===== src/sv/tmf_pkg.sv =====
package tmf_pkg;

  // Input item kinds carried on the slave tuser line.
  typedef enum logic {
    KIND_PIXEL = 1'b0,
    KIND_CLEAR = 1'b1
  } kind_e;

  // Configuration register indexes.
  localparam int unsigned CFG_IDX_W  = 2;
  localparam int unsigned CFG_DATA_W = 11;

  typedef enum logic [CFG_IDX_W-1:0] {
    REG_WINDOW = 2'd0,
    REG_WIDTH  = 2'd1,
    REG_HEIGHT = 2'd2,
    REG_NONE   = 2'd3
  } reg_e;

  localparam int unsigned PIX_W = 16;
  localparam int unsigned WIN_W = 4;
  localparam int unsigned DIM_W = 11;

  localparam logic [WIN_W-1:0] WIN_MIN   = 4'd3;
  localparam logic [WIN_W-1:0] WIN_RESET = 4'd5;
  localparam logic [DIM_W-1:0] DIM_RESET = 11'd1024;

  // Per-item control that travels along the pipeline with each pixel.
  typedef struct packed {
    logic [PIX_W-1:0] px;
    logic             filt;
    logic             last;
    logic [WIN_W-1:0] wslot;
    logic [WIN_W-1:0] win;
  } meta_t;

  // Force the window odd and into 3..top, where top is odd.
  function automatic logic [WIN_W-1:0] fit_window(input logic [WIN_W-1:0] v,
                                                  input logic [WIN_W-1:0] top);
    logic [WIN_W-1:0] w;
    w = v;
    if (w < WIN_MIN) w = WIN_MIN;
    if (!w[0]) w = w + 4'd1;
    if (w > top) w = top;
    return w;
  endfunction

  function automatic logic [DIM_W-1:0] fit_dim(input logic [DIM_W-1:0] v,
                                               input logic [DIM_W:0] top);
    logic [DIM_W-1:0] d;
    d = v;
    if (v == '0) d = 11'd1;
    else if ({1'b0, v} > top) d = top[DIM_W-1:0];
    return d;
  endfunction

endpackage


===== src/sv/tmf_ctrl.sv =====
module tmf_ctrl #(
  parameter int unsigned MAX_WINDOW = 9,
  parameter int unsigned MAX_WIDTH  = 1024,
  parameter int unsigned MAX_HEIGHT = 1024,
  parameter int unsigned AW         = 20
) (
  input  logic                             clk_i,
  input  logic                             rst_ni,
  input  logic                             cfg_we_i,
  input  logic [tmf_pkg::CFG_IDX_W-1:0]    cfg_index_i,
  input  logic [tmf_pkg::CFG_DATA_W-1:0]   cfg_data_i,
  input  logic                             clear_i,
  input  logic                             pixel_i,
  input  logic [tmf_pkg::PIX_W-1:0]        px_i,
  output logic [AW-1:0]                    addr_o,
  output tmf_pkg::meta_t                   meta_o
);
  import tmf_pkg::*;

  localparam int unsigned CW = $clog2(MAX_WIDTH);
  localparam int unsigned RW = $clog2(MAX_HEIGHT);
  localparam int unsigned XW = (CW + 1 > DIM_W) ? CW + 1 : DIM_W;
  localparam int unsigned YW = (RW + 1 > DIM_W) ? RW + 1 : DIM_W;
  localparam logic [WIN_W-1:0] WIN_TOP =
    WIN_W'((MAX_WINDOW % 2 == 0) ? MAX_WINDOW - 1 : MAX_WINDOW);
  localparam logic [DIM_W:0] W_TOP = (MAX_WIDTH  > 2047) ? 12'd2047 : (DIM_W+1)'(MAX_WIDTH);
  localparam logic [DIM_W:0] H_TOP = (MAX_HEIGHT > 2047) ? 12'd2047 : (DIM_W+1)'(MAX_HEIGHT);

  logic [WIN_W-1:0] win_q, win_d;
  logic [DIM_W-1:0] width_q, width_d, height_q, height_d;
  logic [CW-1:0]    col_q, col_d;
  logic [RW-1:0]    row_q, row_d;
  logic [AW-1:0]    base_q, base_d;
  logic [WIN_W-1:0] slot_q, slot_d, held_q, held_d;

  logic [CW-1:0]    col_use;
  logic [RW-1:0]    row_use;
  logic [AW-1:0]    base_use;
  logic [WIN_W-1:0] slot_use;
  logic             col_end, row_end, wrap;

  always_comb begin
    wrap     = ({{(XW-CW){1'b0}}, col_q} >= {{(XW-DIM_W){1'b0}}, width_q}) ||
               ({{(YW-RW){1'b0}}, row_q} >= {{(YW-DIM_W){1'b0}}, height_q});
    col_use  = wrap ? '0 : col_q;
    row_use  = wrap ? '0 : row_q;
    base_use = wrap ? '0 : base_q;
    slot_use = (slot_q >= win_q) ? '0 : slot_q;
    col_end  = ({{(XW-CW){1'b0}}, col_use} + XW'(1)) >= {{(XW-DIM_W){1'b0}}, width_q};
    row_end  = ({{(YW-RW){1'b0}}, row_use} + YW'(1)) >= {{(YW-DIM_W){1'b0}}, height_q};

    addr_o       = base_use + {{(AW-CW){1'b0}}, col_use};
    meta_o.px    = px_i;
    meta_o.filt  = ({1'b0, held_q} + 5'd1) >= {1'b0, win_q};
    meta_o.last  = col_end && row_end;
    meta_o.wslot = slot_use;
    meta_o.win   = win_q;
  end

  always_comb begin
    win_d    = win_q;
    width_d  = width_q;
    height_d = height_q;
    col_d    = col_q;
    row_d    = row_q;
    base_d   = base_q;
    slot_d   = slot_q;
    held_d   = held_q;
    if (cfg_we_i) begin
      case (reg_e'(cfg_index_i))
        REG_WINDOW: win_d    = fit_window(cfg_data_i[WIN_W-1:0], WIN_TOP);
        REG_WIDTH:  width_d  = fit_dim(cfg_data_i, W_TOP);
        REG_HEIGHT: height_d = fit_dim(cfg_data_i, H_TOP);
        default:    ;
      endcase
    end
    if (clear_i || (cfg_we_i && reg_e'(cfg_index_i) != REG_NONE)) begin
      col_d  = '0;
      row_d  = '0;
      base_d = '0;
      slot_d = '0;
      held_d = '0;
    end else if (pixel_i) begin
      if (col_end) begin
        col_d = '0;
        if (row_end) begin
          row_d  = '0;
          base_d = '0;
          slot_d = (({1'b0, slot_use} + 5'd1) >= {1'b0, win_q}) ? '0 : slot_use + 4'd1;
          held_d = (({1'b0, held_q} + 5'd1) < {1'b0, win_q}) ? held_q + 4'd1 : held_q;
        end else begin
          row_d  = row_use + RW'(1);
          base_d = base_use + AW'(MAX_WIDTH);
          slot_d = slot_use;
        end
      end else begin
        col_d  = col_use + CW'(1);
        row_d  = row_use;
        base_d = base_use;
        slot_d = slot_use;
      end
    end
  end

  always_ff @(posedge clk_i or negedge rst_ni) begin
    if (!rst_ni) begin
      win_q    <= fit_window(WIN_RESET, WIN_TOP);
      width_q  <= fit_dim(DIM_RESET, W_TOP);
      height_q <= fit_dim(DIM_RESET, H_TOP);
      col_q    <= '0;
      row_q    <= '0;
      base_q   <= '0;
      slot_q   <= '0;
      held_q   <= '0;
    end else begin
      win_q    <= win_d;
      width_q  <= width_d;
      height_q <= height_d;
      col_q    <= col_d;
      row_q    <= row_d;
      base_q   <= base_d;
      slot_q   <= slot_d;
      held_q   <= held_d;
    end
  end

endmodule


===== config.mk =====
export PLATFORM = sky130hd
export DESIGN_NAME = tmf_ctrl
export DESIGN_NICKNAME = d
export VERILOG_FILES = /design/src/sv/tmf_pkg.sv /design/src/sv/tmf_ctrl.sv
export SDC_FILE = /design/constraint.sdc
export NUM_CORES = 1
export LEC_CHECK = 0
export BUFFER_PORTS_ARGS = -buffer_cell sky130_fd_sc_hd__buf_2
export CORE_MARGIN = 1.5
export CORE_UTILIZATION = 59
export DETAILED_ROUTE_END_ITERATION = 10
export PLACE_DENSITY = 0.86
export SKIP_CTS_REPAIR_TIMING = 1
export SLEW_MARGIN = 0
export SYNTH_ARGS = -nofsm -noshare
export SYNTH_HDL_FRONTEND = slang
export SYNTH_SLANG_ARGS = --single-unit
export TNS_END_PERCENT = 5

===== constraint.sdc =====
create_clock -name clk_i -period 6.1 [get_ports clk_i]
set_input_delay 0.305 -clock clk_i [delete_from_list [all_inputs] [get_ports clk_i]]
set_output_delay 0.305 -clock clk_i [all_outputs]
set_load 0.02 [all_outputs]

==> impl_results.md <==
* RSZ-0062 raised after global routing: no
* Dpl cell area at between 5000 and 6000 um2
* Final Non-Filler Cells at around 830
* Area growth, synth to finish at 6.83%
* Psw at about 410 uW
* Synth area leaders: dfrtp_1, ha_1, nand2_1, a21oi_1, o21ai_0
* Clock Sinks at 73
* VDD IR-drop max at about 0.19 mV
* Seq/Total Area, Yosys at 0.319
* Max-Cap Viols at 0
* Synth area leader: dfrtp_1
* Post-route clock period utilization at 0.913
* Crit-path max FO at 26
* Die area at around 10000 um2
* Final wirelength at 13500 um
* Crit-path slowest cell: o31a_1
* Drt drc at 0
* Pwr per Cell Area at 199 nW/um2
* Core Util, Final at 0.656
* Ys async rst share at 1.00
* Setup TNS at 0 ns
* Critical path capture point type: output pin
* Core area at 9330 um2
* Number of antenna diodes at 0
* Pre-Repair DR Iteration Count at 5
* Die W at slightly above 100 um
* Area of the multi-input gates at around 3500 um2
* # setup viols final at 0
* Yosys warns at 0
* WP data required at 5.79 ns
* DP Cell Count at a little over 800
* Internal power at 804 uW
* Yosys top cell area share at 0.306
* Worst slew pin tran at 0.941 ns
* Synth Area per Inst at around 8.5 um2
* Register area at 1830 um2
* PortBufs at 46
* Cts bufs inserted at 9
* Total track usage at 0.280
* Cells after Synth at between 600 and 700
* Clk Latency, worst-skew pair at roughly 0.36 ns
* EDFF count, synth at 0
* Largest net degree at the start of global routing at 74
* Endpoints failing hold at 0
* Mapped Nets at just under 800
* Top Family by Delay on Critical Path: simple AND/OR/NAND/NOR gates
* CTS tree: yes
* DR iter-0 viols at 318
* Relative slew slack at 0.373
* Synth unique cells at 64
* Gpl congestion at around 1.0
* Worst Path Class, Setup: flop to output pin
* Setup Skew at 0.0107 ns
* Initial antenna violation count at 0
* Outcome: finished, final reports clean
* Gr ovfl total at 0
* Most used DFF post-synth: dfrtp_1
* Share of cells above drive strength 1 at 0.116
* Mapped cell area at between 5000 and 6000 um2
* Final instance area at 6120 um2
* Crit path arrival time at ~5.3 ns
* Global-route wire length before repair at roughly 23000 um
* Fill count at 748
* Row cnt at 35
* Clk buf depth at 2
* Switching Share at 0.339
* CP bufs+invs at 1
* Hold WC Path Type: input port to async pin
* Io pins at 80
* Routed via count at a little under 5000
* Reg clk slew, reported paths at about 0.08 ns
* DP HPWL at roughly 10000 um
* Root buf cell: clkbuf_8
* CP Cell Sequence: ha_1, a211oi_1, o21bai_1, o21bai_1, nand3_4, nor2_1, ha_1, and3_1, and3_1, and3_1, nor2b_1, o21a_1, ha_1, a21oi_1, nor2_1, a211oi_1, o31a_1, nor2_1, buf_2
* Via density at around 5.9
* Routed len/inst at 16.2 um
* Vias in the first global route at just under 5000
* ANT nets after route at 0
* Static leakage power at between 0.002 and 0.003 uW
* Slowest stage delay, CP at between 0.4 and 0.5 ns
* Yosys reg bits at between 70 and 80
* Combinational power share at 0.250
* Min Tclk post-route at 5.57 ns
* Seq pwr share at 0.436
* Fmax achieved at about 0.18 GHz
* Slew Viols, Final at 0
* Commonest cells post-synth: nand2_1, dfrtp_1, ha_1
* Fin nets at around 800
* Setup crit start kind: flop
* Clk pwr share at 0.314
* Die Ht at between 100 and 150 um
* H-tree Lvls at 3
* Initial Util at 0.614
* Dominant cell by count in the synthesized netlist: nand2_1
## kinds of logic after synthesis
family	Yosys count	synth area share
fa+ha+maj	67	0.148
buf+inv	75	0.0629
xor+xnor	35	0.0535
flops	73	0.319
mux	3	0.00568
simple gates	269	0.244
other cells	1	0.000654
compound gates	153	0.167
## flip-flops by register name, summed over array words and instances (netlist names)
| register | cells |
|---|---|
| base_q | 20 |
| height_q | 11 |
| width_q | 11 |
| col_q | 10 |
| row_q | 10 |
| held_q | 4 |
| slot_q | 4 |
| win_q | 3 |
## power groups by stage
stage	clock, uW	sequential [uW]	combinational (uW)
after floorplan	0	537	225
after global placement	0	538	285
after detailed placement	0	539	299
after CTS	384	530	300
after global routing	402	532	338
final	382	530	305
## worst paths after layout
kind	to	from	slack, ns	cells past startpoint
max	meta_o[8]	row_q[4]	0.53	19
min	base_q[10]	rst_ni	0.14	2
max reg2reg	base_q[8]	row_q[4]	0.65	20
min reg2reg	width_q[4]	width_q[4]	0.48	2
max in group asynchronous	base_q[1]	rst_ni	5.32	2
min in group clk_i	win_q[3]	cfg_data_i[3]	0.21	3
## metrics by stage
step | hold slack [ns] | setup slack, ns | total power, uW
after floorplan | 0.00941 | 1.50 | 762
after detailed placement | 0.473 | 0.766 | 838
final | 0.144 | 0.533 | 1220
after global placement | 0.465 | 0.985 | 823
after CTS | 0.203 | 0.606 | 1210
after global routing | 0.265 | 0.163 | 1270
## routing by layer
metal	GRT usage	routed length, um	vias to the layer above
met5	0	0	-
met4	0.120	412	0
met3	0.0490	758	42
met2	0.482	6510	196
met1	0.347	5860	2332
li1	-	-	2389
## cells in the final DEF (no fill, tap or decap), types with 4 or more instances in the layout
| master | n |
|---|---|
| nand2_1 | 82 |
| and2_1 | 28 |
| inv_1 | 39 |
| nor2_1 | 50 |
| nand4_1 | 5 |
| nand2b_1 | 14 |
| a21oi_1 | 48 |
| dfrtp_1 | 70 |
| nor3_1 | 6 |
| o21ai_0 | 38 |
| and3_1 | 14 |
| ha_1 | 66 |
| o21a_1 | 7 |
| xor2_1 | 16 |
| o31ai_1 | 5 |
| xnor2_1 | 19 |
| nor2b_1 | 21 |
| nand3_1 | 20 |
| clkbuf_8 | 10 |
| a31oi_1 | 13 |
| nand3b_1 | 7 |
| buf_2 | 46 |
| o21ai_1 | 7 |
| a22o_1 | 6 |
| o21bai_1 | 4 |
## final cells by class
cell class | instances | area share
clock inverter | 3 | 0.00695
inverter | 39 | 0.0239
multi-input combinational | 528 | 0.578
tap | 129 | 0.0264
sequential | 73 | 0.299
clock buffer | 13 | 0.0243
timing repair buffer | 49 | 0.0413
No activity file was read; power rests on OpenSTA's default activity.
