**src/sv/tmf_pkg.sv**
```systemverilog
package tmf_pkg;

  // Input item kinds carried on the slave tuser line.
  typedef enum logic {
    KIND_PIXEL = 1'b0,
    KIND_CLEAR = 1'b1
  } kind_e;

  // Configuration register indexes.
  localparam int unsigned CFG_IDX_W  = 2;
  localparam int unsigned CFG_DATA_W = 11;

  typedef enum logic [CFG_IDX_W-1:0] {
    REG_WINDOW = 2'd0,
    REG_WIDTH  = 2'd1,
    REG_HEIGHT = 2'd2,
    REG_NONE   = 2'd3
  } reg_e;

  localparam int unsigned PIX_W = 16;
  localparam int unsigned WIN_W = 4;
  localparam int unsigned DIM_W = 11;

  localparam logic [WIN_W-1:0] WIN_MIN   = 4'd3;
  localparam logic [WIN_W-1:0] WIN_RESET = 4'd5;
  localparam logic [DIM_W-1:0] DIM_RESET = 11'd1024;

  // Per-item control that travels along the pipeline with each pixel.
  typedef struct packed {
    logic [PIX_W-1:0] px;
    logic             filt;
    logic             last;
    logic [WIN_W-1:0] wslot;
    logic [WIN_W-1:0] win;
  } meta_t;

  // Force the window odd and into 3..top, where top is odd.
  function automatic logic [WIN_W-1:0] fit_window(input logic [WIN_W-1:0] v,
                                                  input logic [WIN_W-1:0] top);
    logic [WIN_W-1:0] w;
    w = v;
    if (w < WIN_MIN) w = WIN_MIN;
    if (!w[0]) w = w + 4'd1;
    if (w > top) w = top;
    return w;
  endfunction

  function automatic logic [DIM_W-1:0] fit_dim(input logic [DIM_W-1:0] v,
                                               input logic [DIM_W:0] top);
    logic [DIM_W-1:0] d;
    d = v;
    if (v == '0) d = 11'd1;
    else if ({1'b0, v} > top) d = top[DIM_W-1:0];
    return d;
  endfunction

endpackage

```
**src/sv/tmf_median.sv**
```systemverilog
module tmf_median #(
  parameter int unsigned MAX_WINDOW = 9,
  parameter int unsigned PW         = 16
) (
  input  logic                       clk_i,
  input  logic                       rst_ni,
  input  logic                       adv_i,
  input  logic                       valid_i,
  input  tmf_pkg::meta_t             meta_i,
  input  logic [MAX_WINDOW*PW-1:0]   vals_i,
  output logic                       valid_o,
  output logic [tmf_pkg::PIX_W-1:0]  pixel_o,
  output logic                       filt_o,
  output logic                       last_o
);
  import tmf_pkg::*;

  // Compare stage: lt_q[i][j] says slot j ranks below slot i.
  logic                   va_q;
  meta_t                  ma_q;
  logic [MAX_WINDOW-1:0]  use_q;
  logic [MAX_WINDOW-1:0]  lt_d [MAX_WINDOW];
  logic [MAX_WINDOW-1:0]  lt_q [MAX_WINDOW];
  logic [PW-1:0]          va_vals_q [MAX_WINDOW];
  logic [MAX_WINDOW-1:0]  use_d;

  always_comb begin
    for (int i = 0; i < MAX_WINDOW; i++) begin
      use_d[i] = (WIN_W+1)'(i) < {1'b0, meta_i.win};
      for (int j = 0; j < MAX_WINDOW; j++) begin
        lt_d[i][j] = ((WIN_W+1)'(j) < {1'b0, meta_i.win}) &&
                     ((vals_i[j*PW +: PW] < vals_i[i*PW +: PW]) ||
                      ((vals_i[j*PW +: PW] == vals_i[i*PW +: PW]) && (j < i)));
      end
    end
  end

  always_ff @(posedge clk_i or negedge rst_ni) begin
    if (!rst_ni) begin
      va_q <= 1'b0;
    end else if (adv_i) begin
      va_q <= valid_i;
    end
  end

  always_ff @(posedge clk_i) begin
    if (adv_i) begin
      ma_q  <= meta_i;
      use_q <= use_d;
      for (int i = 0; i < MAX_WINDOW; i++) begin
        lt_q[i]      <= lt_d[i];
        va_vals_q[i] <= vals_i[i*PW +: PW];
      end
    end
  end

  // Rank stage: the slot whose rank equals half the window is the median.
  logic             vo_q;
  logic [PIX_W-1:0] pix_q, pix_d;
  logic             filt_q, last_q;
  logic [PW-1:0]    med;
  logic [WIN_W-1:0] rank;

  always_comb begin
    med = '0;
    for (int i = 0; i < MAX_WINDOW; i++) begin
      rank = WIN_W'($countones(lt_q[i]));
      if (use_q[i] && rank == (ma_q.win >> 1)) med = med | va_vals_q[i];
    end
    pix_d = ma_q.filt ? PIX_W'(med) : ma_q.px;
  end

  always_ff @(posedge clk_i or negedge rst_ni) begin
    if (!rst_ni) begin
      vo_q <= 1'b0;
    end else if (adv_i) begin
      vo_q <= va_q;
    end
  end

  always_ff @(posedge clk_i) begin
    if (adv_i) begin
      pix_q  <= pix_d;
      filt_q <= ma_q.filt;
      last_q <= ma_q.last;
    end
  end

  assign valid_o = vo_q;
  assign pixel_o = pix_q;
  assign filt_o  = filt_q;
  assign last_o  = last_q;

endmodule

```
**config.mk**
```make
export PLATFORM = sky130hd
export DESIGN_NAME = tmf_median
export DESIGN_NICKNAME = d
export VERILOG_FILES = /design/src/sv/tmf_pkg.sv /design/src/sv/tmf_median.sv
export SDC_FILE = /design/constraint.sdc
export NUM_CORES = 1
export LEC_CHECK = 0
export BUFFER_PORTS_ARGS = -buffer_cell sky130_fd_sc_hd__buf_4
export CAP_MARGIN = 40
export CORE_MARGIN = 4
export CORE_UTILIZATION = 45
export CTS_CLUSTER_SIZE = 40
export DETAILED_ROUTE_END_ITERATION = 12
export GPL_TIMING_DRIVEN = 0
export PLACE_DENSITY = 0.68
export SYNTH_ARGS = -nofsm -noshare
export SYNTH_HDL_FRONTEND = slang
export SYNTH_SLANG_ARGS = --single-unit
```
**constraint.sdc**
```tcl
create_clock -name clk_i -period 6.6 [get_ports clk_i]
set_clock_uncertainty 0.2 [all_clocks]
set_input_delay 0.66 -clock clk_i [delete_from_list [all_inputs] [get_ports clk_i]]
set_output_delay 0.66 -clock clk_i [all_outputs]
set_load 0.01 [all_outputs]
```
==> reports/qor.yml, run 1 <==
clock_latency_ns: 0.61
path_max_fanout: 6
maxCapViolCount: 0
p_sw_share_pct: 36.82
cpPeakStageDelay_ns: 0.75
coreArea_um2: 52760
synth.top_cell.area_share_pct: 32.84
ff2ff_path_depth: 12
wl_per_cell_um: 28.39
p_int_mw: 3.926
synth_cell_type_count: 58
cts_setup_buffers: 0
synthesis.area_um2: 24050
dr.first_iter.drc_count: 2112
holdBufCountCts: 1
drcViolationCount: 0
grt_pass1_wl_mm: 131.4
synth_most_common_cell: "ha_1"
cts.sinks: 265
design_area_um2: 27440
p_sw_mw: 2.288
cp_num_buf_inv: 2
cts_tree: "done"
grt_overflow_total: 0
holdPathEnd: "ma_q[14]"
synth_commonest_cells: "ha_1, edfxtp_1, a21oi_1"
end_kind: "register"
grt_pass1_vias: 20290
root_buffer: "clkbuf_16"
grt_use_total_pct: 31.23
fp-row-count: 84
relSlewSlack_pct: 35.32
cpMostUsedCell: "fa_1"
drt_wl_total_mm: 91.49
h-tree-depth: 1
synth_top_area_cell: "edfxtp_1"
synth_area_leaders: "edfxtp_1, ha_1, a21oi_1"
dp_cells: 3166
final_cells: 3223
port_buffers: 188
power.density_nw_per_um2: 226.5
power_frac_comb_pct: 38.4
seq_power_share_pct: 34.2
cp.required_ns: 6.81
slowest_stage: "nor4_4"
die_w_um: 239.2
ys_ff_latch: 265
dieArea_um2: 57200
r2r_slack_ns: 2.05
final_nets: 3344
ctsResizeCount: 0
whs_path_depth: 1
min_period_ns: 4.545
rr_startpoint: "lt_q[0][74]"
vdd_drop_max_mv: 0.1783
cp.arrival_ns: 4.76
place_congestion: 1.003
ys.flop_type: "edfxtp_1"
dp_hpwl_mm: 74.21
cts_buffers: 31
setup_violations: 0
grt_max_degree: 125
dr.pass1.iters: 5
synthesis.nets: 3113
synthCells: 2281
synth_enable_flop_cells: 263
placed_area_um2: 26440
ioPinCount: 193
p_total_mw: 6.215
clockBufferDepth: 3
hp-class: "primary input to register"
hold_violations: 0
fin_crit_sh_pct: 68.87
ys_seq_area_share_pct: 33.05
p_leak_nw: 12.31
final_antenna_net_count: 0
drive_above_1_share_pct: 10.73
clockPowerShare_pct: 27.5
path_delay_family: "adder cells"
synth.avg_cell_area_um2: 10.54
area_growth_pct: 14.09
die_h_um: 239.2
ys_warn_count: 0
critPathKind: "register to register"
ys_async_sr_fraction_pct: 0.7547
rsz0062_at_grt: "no"
initial_core_util_pct: 45.58
num_vias: 20730
tightest_slew_ns: 0.9600
antenna_cells: 0
status: "complete, no violations"
path_cells: "ha_1 -> inv_1 -> fa_1 -> fa_1 -> inv_1 -> ha_1 -> fa_1 -> xor2_1 -> nor4_4 -> a222oi_1 -> and4_1 -> a31oi_1"
tns_ns: 0
r2r_end: "pixel_o[6]"
antenna_found_initial: 1
worstHoldStart: "meta_i[14]"
start_kind: "register"
max_freq_mhz: 220.0
maxSlewViolCount: 0
viasPerCell: 6.431
clkTransAtPathRegs_ns: 0.07
==> cell type report <==
cell class,count,area [µm²]
fillers,4631,25320
repair buffers,198,1543
plain buffers,16,108.9
flip-flops and latches,265,7948
clock inverters,21,193.9
well taps,688,860.8
inverters,219,822.0
clock buffers,35,790.8
multi-input cells,1781,15170
==> power by group through the flow <==
stage | clock, mW | sequential, mW | combinational, mW
global placement | 0 | 2.16 | 2.22
floorplan | 0 | 2.16 | 1.40
global route | 1.79 | 2.14 | 2.60
finish | 1.71 | 2.12 | 2.38
detailed placement | 0 | 2.16 | 2.35
CTS | 1.73 | 2.12 | 2.37
==> through the flow <==
step	hold WS (ns)	worst slack (ns)	utilization, %
after CTS	0.001663	2.056	52.00
after floorplan	0.1644	2.833	-
after detailed placement	0.2130	2.110	50.12
after global placement	0.2176	1.947	49.89
final	0.03752	2.055	52.00
after global routing	0.02018	1.964	52.00
==> per-layer routing <==
layer	track usage, %	vias to the layer above	wire length [µm]
met1	41.51	10170	37110
met3	2.464	231	6620
li1	-	9308	-
met4	19.00	0	6921
met5	0	-	0
met2	49.95	1017	40840
==> sequential cells by signal (all words and copies together) (netlist names) <==
signal and count:
valid_o 1, va_vals_q 144, use_q 9, filt_o 1
va_q 1, ma_q 20, pixel_o 16, last_o 1
lt_q 72
==> cells in the final DEF, fill, tap and decap left out, types with 8 or more instances in the layout <==
cell type,count
nand3_1,60
a21oi_1,240
a211oi_1,12
xor2_1,18
nand2_1,111
nor2_1,87
a31oi_1,27
nor2b_1,26
buf_2,8
nor4_1,29
nor3_1,33
o21a_1,20
a22o_1,15
and2_1,32
nand4_1,114
o21ai_0,86
a22oi_1,8
a21boi_0,26
inv_1,219
fa_1,36
and4_1,16
edfxtp_1,263
buf_4,192
o31a_1,15
a222oi_1,26
o211ai_1,13
clkbuf_16,31
a21o_1,12
a221oi_1,21
ha_1,622
==> worst max path at each step <==
stage | startpoint | endpoint | slack [ns] | cells past startpoint
floorplan | lt_q[0][9] | pixel_o[3] | 2.83 | 12
global placement | lt_q[0][25] | pixel_o[3] | 1.95 | 12
detailed placement | lt_q[0][56] | pixel_o[0] | 2.11 | 12
CTS | lt_q[0][9] | pixel_o[14] | 2.06 | 12
global route | lt_q[0][12] | pixel_o[14] | 1.96 | 12
finish | lt_q[0][74] | pixel_o[6] | 2.05 | 12
==> logic make-up (layout without fill, tap and decap cells) <==
group,Yosys count,count (layout),share of synthesized area [%]
adders and majority gates,658,658,35.36
muxes,3,3,0.1353
buffers and inverters,235,489,3.871
AOI/OAI and AO/OA,554,554,14.52
DFF,265,265,33.05
xor gates and xnor gates,26,26,0.9782
and+or+nand+nor,540,540,12.09
Power figures use the tool's default switching activity.
==> inputs of run 2 (changes only) <==
- clock period: 6.6 -> 4.5 ns (I/O delays scaled with it)
==> reports/qor.yml, run 2 (synthesis results as in run 1) <==
status: "complete, no violations"
maxCapViolCount: 0
fp-row-count: 84
pre_cts_slack_ns: 0.01033
grt_pass1_wl_mm: 134.6
slowest_stage: "nor4_4"
dr.first_iter.drc_count: 2223
wl_per_cell_um: 27.82
relSlewSlack_pct: 36.67
drt_wl_total_mm: 93.67
setup_violations: 0
grtUsageMet2_pct: 51.75
dp_cells: 3166
grt_pass1_vias: 21020
maxSlewViolCount: 0
vdd_drop_max_mv: 0.2641
cts_tree: "done"
grt_max_degree: 125
use_met1_pct: 41.76
seqCellArea_um2: 7948
critPathKind: "register to register"
final_nets: 3488
clock_latency_ns: 0.61
h-tree-depth: 1
drive_above_1_share_pct: 10.41
dp_hpwl_mm: 74.21
p_leak_nw: 12.92
cpPeakStageDelay_ns: 0.67
final_cell_mix: "ha_1, edfxtp_1, a21oi_1, inv_1, buf_4"
power.density_nw_per_um2: 320.5
fin_crit_sh_pct: 99.13
final_common_cell: "ha_1"
ioPinCount: 193
top_regs: "va_vals_q: 144 flops, lt_q: 72 flops, ma_q: 20 flops"
initial_core_util_pct: 45.58
min_period_ns: 4.461
hp-class: "primary input to register"
met3_usage_pct: 2.614
cts_buffers: 31
cpMostUsedCell: "fa_1"
area_growth_pct: 20.19
drcViolationCount: 0
rsz0062_at_grt: "yes"
cp.arrival_ns: 4.68
dr.pass1.iters: 6
multi_input_area_um2: 15190
p_total_mw: 9.263
hold_violations: 0
clockBufferDepth: 3
cts.sinks: 265
place_congestion: 1.003
antenna_cells: 0
final_antenna_net_count: 0
max_freq_mhz: 224.2
final_cells: 3367
num_vias: 21290
largest_reg_flops: 144
largest_register: "va_vals_q"
root_buffer: "clkbuf_16"
tightest_slew_ns: 0.9400
start_kind: "register"
clkTransAtPathRegs_ns: 0.07
coreArea_um2: 52760
whs_ns: 0.01902
grt_overflow_total: 0
end_kind: "register"
port_buffers: 188
path_cells: "ha_1 -> inv_1 -> fa_1 -> fa_1 -> inv_1 -> ha_1 -> fa_1 -> xor2_1 -> nor4_4 -> a222oi_1 -> and4_1 -> a31oi_1"
viasPerCell: 6.322
tns_ns: 0
cp.required_ns: 4.72
path_max_fanout: 6
grt_use_total_pct: 31.92
busiest_layer: "met2"
setup_ws_ns: 0.03923
antenna_found_initial: 2
die_h_um: 239.2
dieArea_um2: 57200
die_w_um: 239.2
fillCellCount: 4454
## run 2: cell types whose count changed in the layout (fill, tap and decap cells not counted)
| cell | delta |
|---|---|
| a211oi_1 | -1 |
| a211oi_2 | +1 |
| buf_12 | +1 |
| buf_2 | -1 |
| buf_4 | +3 |
| dlygate4sd3_1 | +141 |
| fa_1 | -1 |
| fa_2 | +1 |
| nand2b_1 | -1 |
| nand2b_2 | +1 |
| xnor2_1 | -1 |
| xnor2_2 | +1 |
## run 2: routing by layer
layer | share of wire, % | routed length, µm
met5 | 0.014 | 13
met3 | 7.2 | 6735
met2 | 45 | 42190
met1 | 40 | 37680
met4 | 7.5 | 7053
## run 2: per-stage QoR
| step | util (%) | area (µm²) |
|---|---|---|
| floorplan | - | 24050 |
| global placement | 49.89 | 26320 |
| detailed placement | 50.12 | 26440 |
| CTS | 54.74 | 28880 |
| global route | 54.78 | 28900 |
| finish | 54.78 | 28900 |
## run 2: what timing repair did
item                       4_1_cts  5_1_grt
setup endpoints to repair        4        7
hold buffers                   142        0
buffers inserted                 3        1
resized for setup                0        4
hold endpoints to repair       142        0
pin swaps                        4        8
## run 2: layout make-up
cell class / instances / share of cell area [%]
buffer: 15 / 0.3593
timing repair buffer: 343 / 10.37
inverter: 219 / 2.844
sequential: 265 / 27.50
clock inverter: 21 / 0.6710
clock buffer: 35 / 2.736
tap: 688 / 2.978
multi-input combinational: 1781 / 52.55
## run 2: critical path, delay by kind of cell, from the launching register on
| family | cells | cell delay [ns] |
|---|---|---|
| AO/OA/AOI/OAI | 2 | 0.53 |
| XOR/XNOR | 1 | 0.21 |
| flip-flops | 1 | 0.40 |
| AND/OR/NAND/NOR | 2 | 0.96 |
| adder cells (fa/ha/maj) | 5 | 1.84 |
| buffers and inverters | 2 | 0.11 |
## run 2: worst paths after layout
kind | startpoint | endpoint | slack [ns] | cells past startpoint
min in group asynchronous | rst_ni | va_q | 0.53 | 3
hold / removal | vals_i[46] | va_vals_q[2][14] | 0.02 | 1
hold reg to reg | ma_q[8] | last_o | 0.23 | 0
setup reg to reg | lt_q[0][74] | pixel_o[6] | 0.04 | 12
max in group asynchronous | rst_ni | valid_o | 3.45 | 3
setup / recovery | lt_q[0][74] | pixel_o[6] | 0.04 | 12
## run 2: report_power, final
group          switching, mW  total, mW  internal [mW]
clock network           1.12       2.51           1.39
registers             0.0875       3.12           3.03
logic                   2.19       3.64           1.44
